### src/sv/pit_ram.sv
// generic single-port-write ram with registered read
`default_nettype none

module pit_ram #(
	parameter int WIDTH = 8,
	parameter int DEPTH = 256,
	localparam int AW = $clog2(DEPTH)
) (
	input  wire logic             clk,
	input  wire logic             we,
	input  wire logic [AW-1:0]    waddr,
	input  wire logic [WIDTH-1:0] wdata,
	input  wire logic             re,
	input  wire logic [AW-1:0]    raddr,
	output logic      [WIDTH-1:0] rdata
);

	logic [WIDTH-1:0] mem [DEPTH];

	always_ff @(posedge clk) begin
		if (we) begin
			mem[waddr] <= wdata;
		end
		if (re) begin
			rdata <= mem[raddr];
		end
	end

endmodule

`default_nettype wire

### config.mk
export PLATFORM = sky130hd
export DESIGN_NAME = pit_ram
export DESIGN_NICKNAME = d
export VERILOG_FILES = /design/src/sv/pit_ram.sv
export SDC_FILE = /design/constraint.sdc
export NUM_CORES = 2
export LEC_CHECK = 0
export ABC_AREA = 1
export BUFFER_PORTS_ARGS = -buffer_cell sky130_fd_sc_hd__buf_2
export CAP_MARGIN = 10
export CORE_MARGIN = 1
export CORE_UTILIZATION = 30
export DETAILED_ROUTE_END_ITERATION = 10
export GPL_ROUTABILITY_DRIVEN = 0
export HOLD_SLACK_MARGIN = 0.06
export PLACE_DENSITY_LB_ADDON = 0.12
export SKIP_CTS_REPAIR_TIMING = 1
export SLEW_MARGIN = 20
export SYNTH_ARGS = -nofsm -noshare
export SYNTH_HDL_FRONTEND = slang
export SYNTH_SLANG_ARGS = --single-unit
### constraint.sdc
create_clock -name clk -period 2.41 [get_ports clk]
set_clock_uncertainty 0.1 [all_clocks]
set_input_delay 0.1205 -clock clk [delete_from_list [all_inputs] [get_ports clk]]
set_output_delay 0.1205 -clock clk [all_outputs]
set_load 0.01 [all_outputs]
==> key figures <==
Power
  – Sw Share: 0.233
  – Clk network pwr share: 0.435
  – Internal power: 61100 uW
  – Psw: 18600 uW
  – Pleak: 0.0357 uW
  – Gate power share: 0.070
  – Flop pwr share: 0.495
  – Power Dens Cells: 790 nW/um2
  – Max rail drop VDD: 0.812 mV

Cells and area
  – Core Util, Final: 0.365
  – Area Overhead vs Synth: 20.8%
  – Post-layout nets: 7542
  – Fillcell total: 26900
  – Storage cell area: 61700 um2
  – Area taken by multi-input logic gates: 19200 um2
  – Layout cell share with drive strength beyond 1: 0.138

Synthesis
  – Largest family of logic cells by synthesized area: simple AND/OR/NAND/NOR gates
  – Synth cell types: 13
  – Mux cell area share after synthesis: 0
  – Synth Area in Simple Gates: 0.229
  – Post-Synthesis Cells: 7003
  – Avg Inst Size Synth: 11.9 um2
  – Syn_nets: 7030
  – XOR/XNOR share of the synthesized area: 0
  – FF+latch count, synth: 2056
  – Synthesized cell area: 83500 um2
  – Compound-gate portion of the synthesized area: 0
  – Post-synthesis sequential area ratio: 0.740
  – Adder-Cell Fraction of Synth Area: 0
  – Syn. warnings: 0

Worst setup path
  – Worst Setup SP: waddr[0]
  – CP Capture Point: mem[146][4]
  – Worst Path Arrival: 2.86 ns
  – Reg2Reg Setup Slack: 0.21 ns
  – CP Capture Type: flip-flop
  – Max FO, Critical Path: 6
  – CP required: 2.90 ns
  – Cells on worst reg2reg path: 10
  – Crit path kind: input port to flip-flop
  – Reg2reg end: rdata[0]
  – Crit path launch type: input port
  – Worst R2R Start: mem[217][0]

Clocking
  – CTS tree: built
  – CTS sink cnt: 2056
  – Root Buffer: clkbuf_16
  – CTS Buf Count: 229
  – Latest clock arrival within the worst-skew pair: 0.89 ns
  – H-Tree Depth: 4
  – CTS Buffer Depth: 3
  – Clock transition at the registers of the reported paths: 0.06 ns

STA
  – Slew headroom: 0.416
  – Worst-Margin Slew: 0.876 ns
  – Final hold slack: 0.0584 ns
  – Max Clk Rate: 421 MHz
  – Final worst slack: 0.0373 ns
  – Final setup fails: 0
  – Max-slew violation count: 0
  – Final Hold Fails: 0
  – Setup TNS: 0 ns
  – Final cycle utilization of the critical path: 0.985
  – Fin crit period: 2.37 ns

Drt
  – Routed WL per cell: 24.6 um
  – Routed Antenna Nets: 0
  – 1st-pass router iterations: 6
  – Vias per inst: 4.89
  – Routed WL: 281000 um
  – Vias: 55800
  – DRT iter0 DRCs: 5316
  – DRC: 0

Die
  – Die Span X: 530 um
  – Die Footprint: 280000 um2
  – Initial Util: 0.302
  – Cell Rows: 193
  – Core area: 276000 um2
  – I/O pins: 35
  – Die Ht: 530 um

Worst hold path
  – Hold Path Depth: 8
  – Worst min-delay path class: input port to flip-flop

Global route
  – Vias in the first global route: 54700
  – Total GRT Usage: 0.199
  – First-pass GRT wire length: 402000 um
  – Initial antenna violation count: 20
  – Largest net degree at the start of global routing: 85
  – Global route overflow: 0

Place
  – DPL Wire Length: 175000 um
  – PortBufs: 34
  – Setup WS pre-CTS: -0.460 ns

Job
  – Max Cap Viol: 0

Run status
  – Status: finished, final reports clean
-- placed cells by master, fill, tap and decap left out --
| cell type | netlist | routed |
|---|---|---|
| buf_12 | 0 | 155 |
| buf_2 | 268 | 21 |
| buf_4 | 46 | 554 |
| buf_6 | 16 | 1 |
| buf_8 | 1 | 11 |
| bufinv_16 | 0 | 23 |
| clkbuf_1 | 112 | 50 |
| clkbuf_16 | 0 | 233 |
| clkinv_1 | 0 | 63 |
| clkinv_16 | 0 | 4 |
| clkinv_2 | 0 | 30 |
| clkinv_4 | 0 | 1 |
| clkinv_8 | 0 | 2 |
| clkinvlp_4 | 0 | 6 |
| diode_2 | 0 | 6 |
| dlygate4sd3_1 | 0 | 22 |
| edfxtp_1 | 2056 | 2056 |
| inv_1 | 36 | 34 |
| inv_16 | 0 | 3 |
| inv_2 | 2 | 1 |
| inv_6 | 0 | 3 |
| inv_8 | 0 | 2 |
| nand2_1 | 2123 | 2108 |
| nand2_2 | 0 | 15 |
| nand3_1 | 2019 | 2019 |
| nor2_1 | 283 | 283 |
-- sequential cells by signal, indices dropped and copies added, names as in the netlist --
register	count
mem	2048
rdata	8
-- layout make-up --
class / count / area share
diodes: 6 / 0.000149
clock buffers: 283 / 0.0597
clock inverters: 133 / 0.0133
inverters: 39 / 0.00181
multi-input cells: 4425 / 0.190
flip-flops and latches: 2056 / 0.612
well taps: 3705 / 0.0460
repair buffers: 764 / 0.0770
-- cells in the mapped netlist --
cell type	n	share of area
buf_1	40	0.0018
buf_2	268	0.016
buf_4	46	0.0041
buf_6	16	0.0022
buf_8	1	0.00018
clkbuf_1	112	0.0050
edfxtp_1	2056	0.74
inv_1	36	0.0016
inv_2	2	0.000090
inv_4	1	0.000075
nand2_1	2123	0.095
nand3_1	2019	0.12
nor2_1	283	0.013
-- per-stage QoR --
step | std cells | instance area [um2] | power (uW)
after floorplan | 7003 | 83500 | 42700
after global placement | 11000 | 93300 | 45900
after detailed placement | 11000 | 93300 | 45800
after CTS | 11400 | 101000 | 80600
after global routing | 11400 | 101000 | 82200
final | 11400 | 101000 | 79700
-- critical path, stage by stage --
cell and delay (ns):
dlygate4sd3_1 0.53, buf_2 0.15, inv_1 0.07, nand2_1 0.11, dlygate4sd3_1 0.60, nor2_1 0.16, dlygate4sd3_1 0.57, inv_1 0.10
nor2_1 0.23, buf_4 0.21
-- power groups by stage --
stage / Clock [uW] / Sequential (uW) / Combinational, uW
floorplan: 0 / 40200 / 2430
global placement: 0 / 40200 / 5620
detailed placement: 0 / 40200 / 5610
CTS: 35500 / 39500 / 5620
global route: 36700 / 39500 / 6010
finish: 34700 / 39500 / 5570
-- worst min path at each step --
stage | endpoint | start
6_report | mem[149][0] | waddr[2]
4_1_cts | mem[68][5] | wdata[5]
2_1_floorplan | mem[0][0] | wdata[0]
5_1_grt | mem[159][7] | waddr[2]
3_5_place_dp | mem[73][5] | wdata[5]
3_3_place_gp | mem[73][5] | wdata[5]
-- metal layers --
metal  vias up  share of wire  track usage
li1      26000              -            -
met1     28000           0.46        0.283
met2      1446           0.45        0.308
met3       400          0.051       0.0286
met4         4          0.032       0.0701
met5         -       0.000075            0
-- logic make-up (layout without fill, tap and decap cells) --
logic type / count (synthesis) / after routing
buffers and inverters: 522 / 1219
flip-flops: 2056 / 2056
AND/OR/NAND/NOR: 4425 / 4425
other: 0 / 6
(Power assumes the default switching activity.)
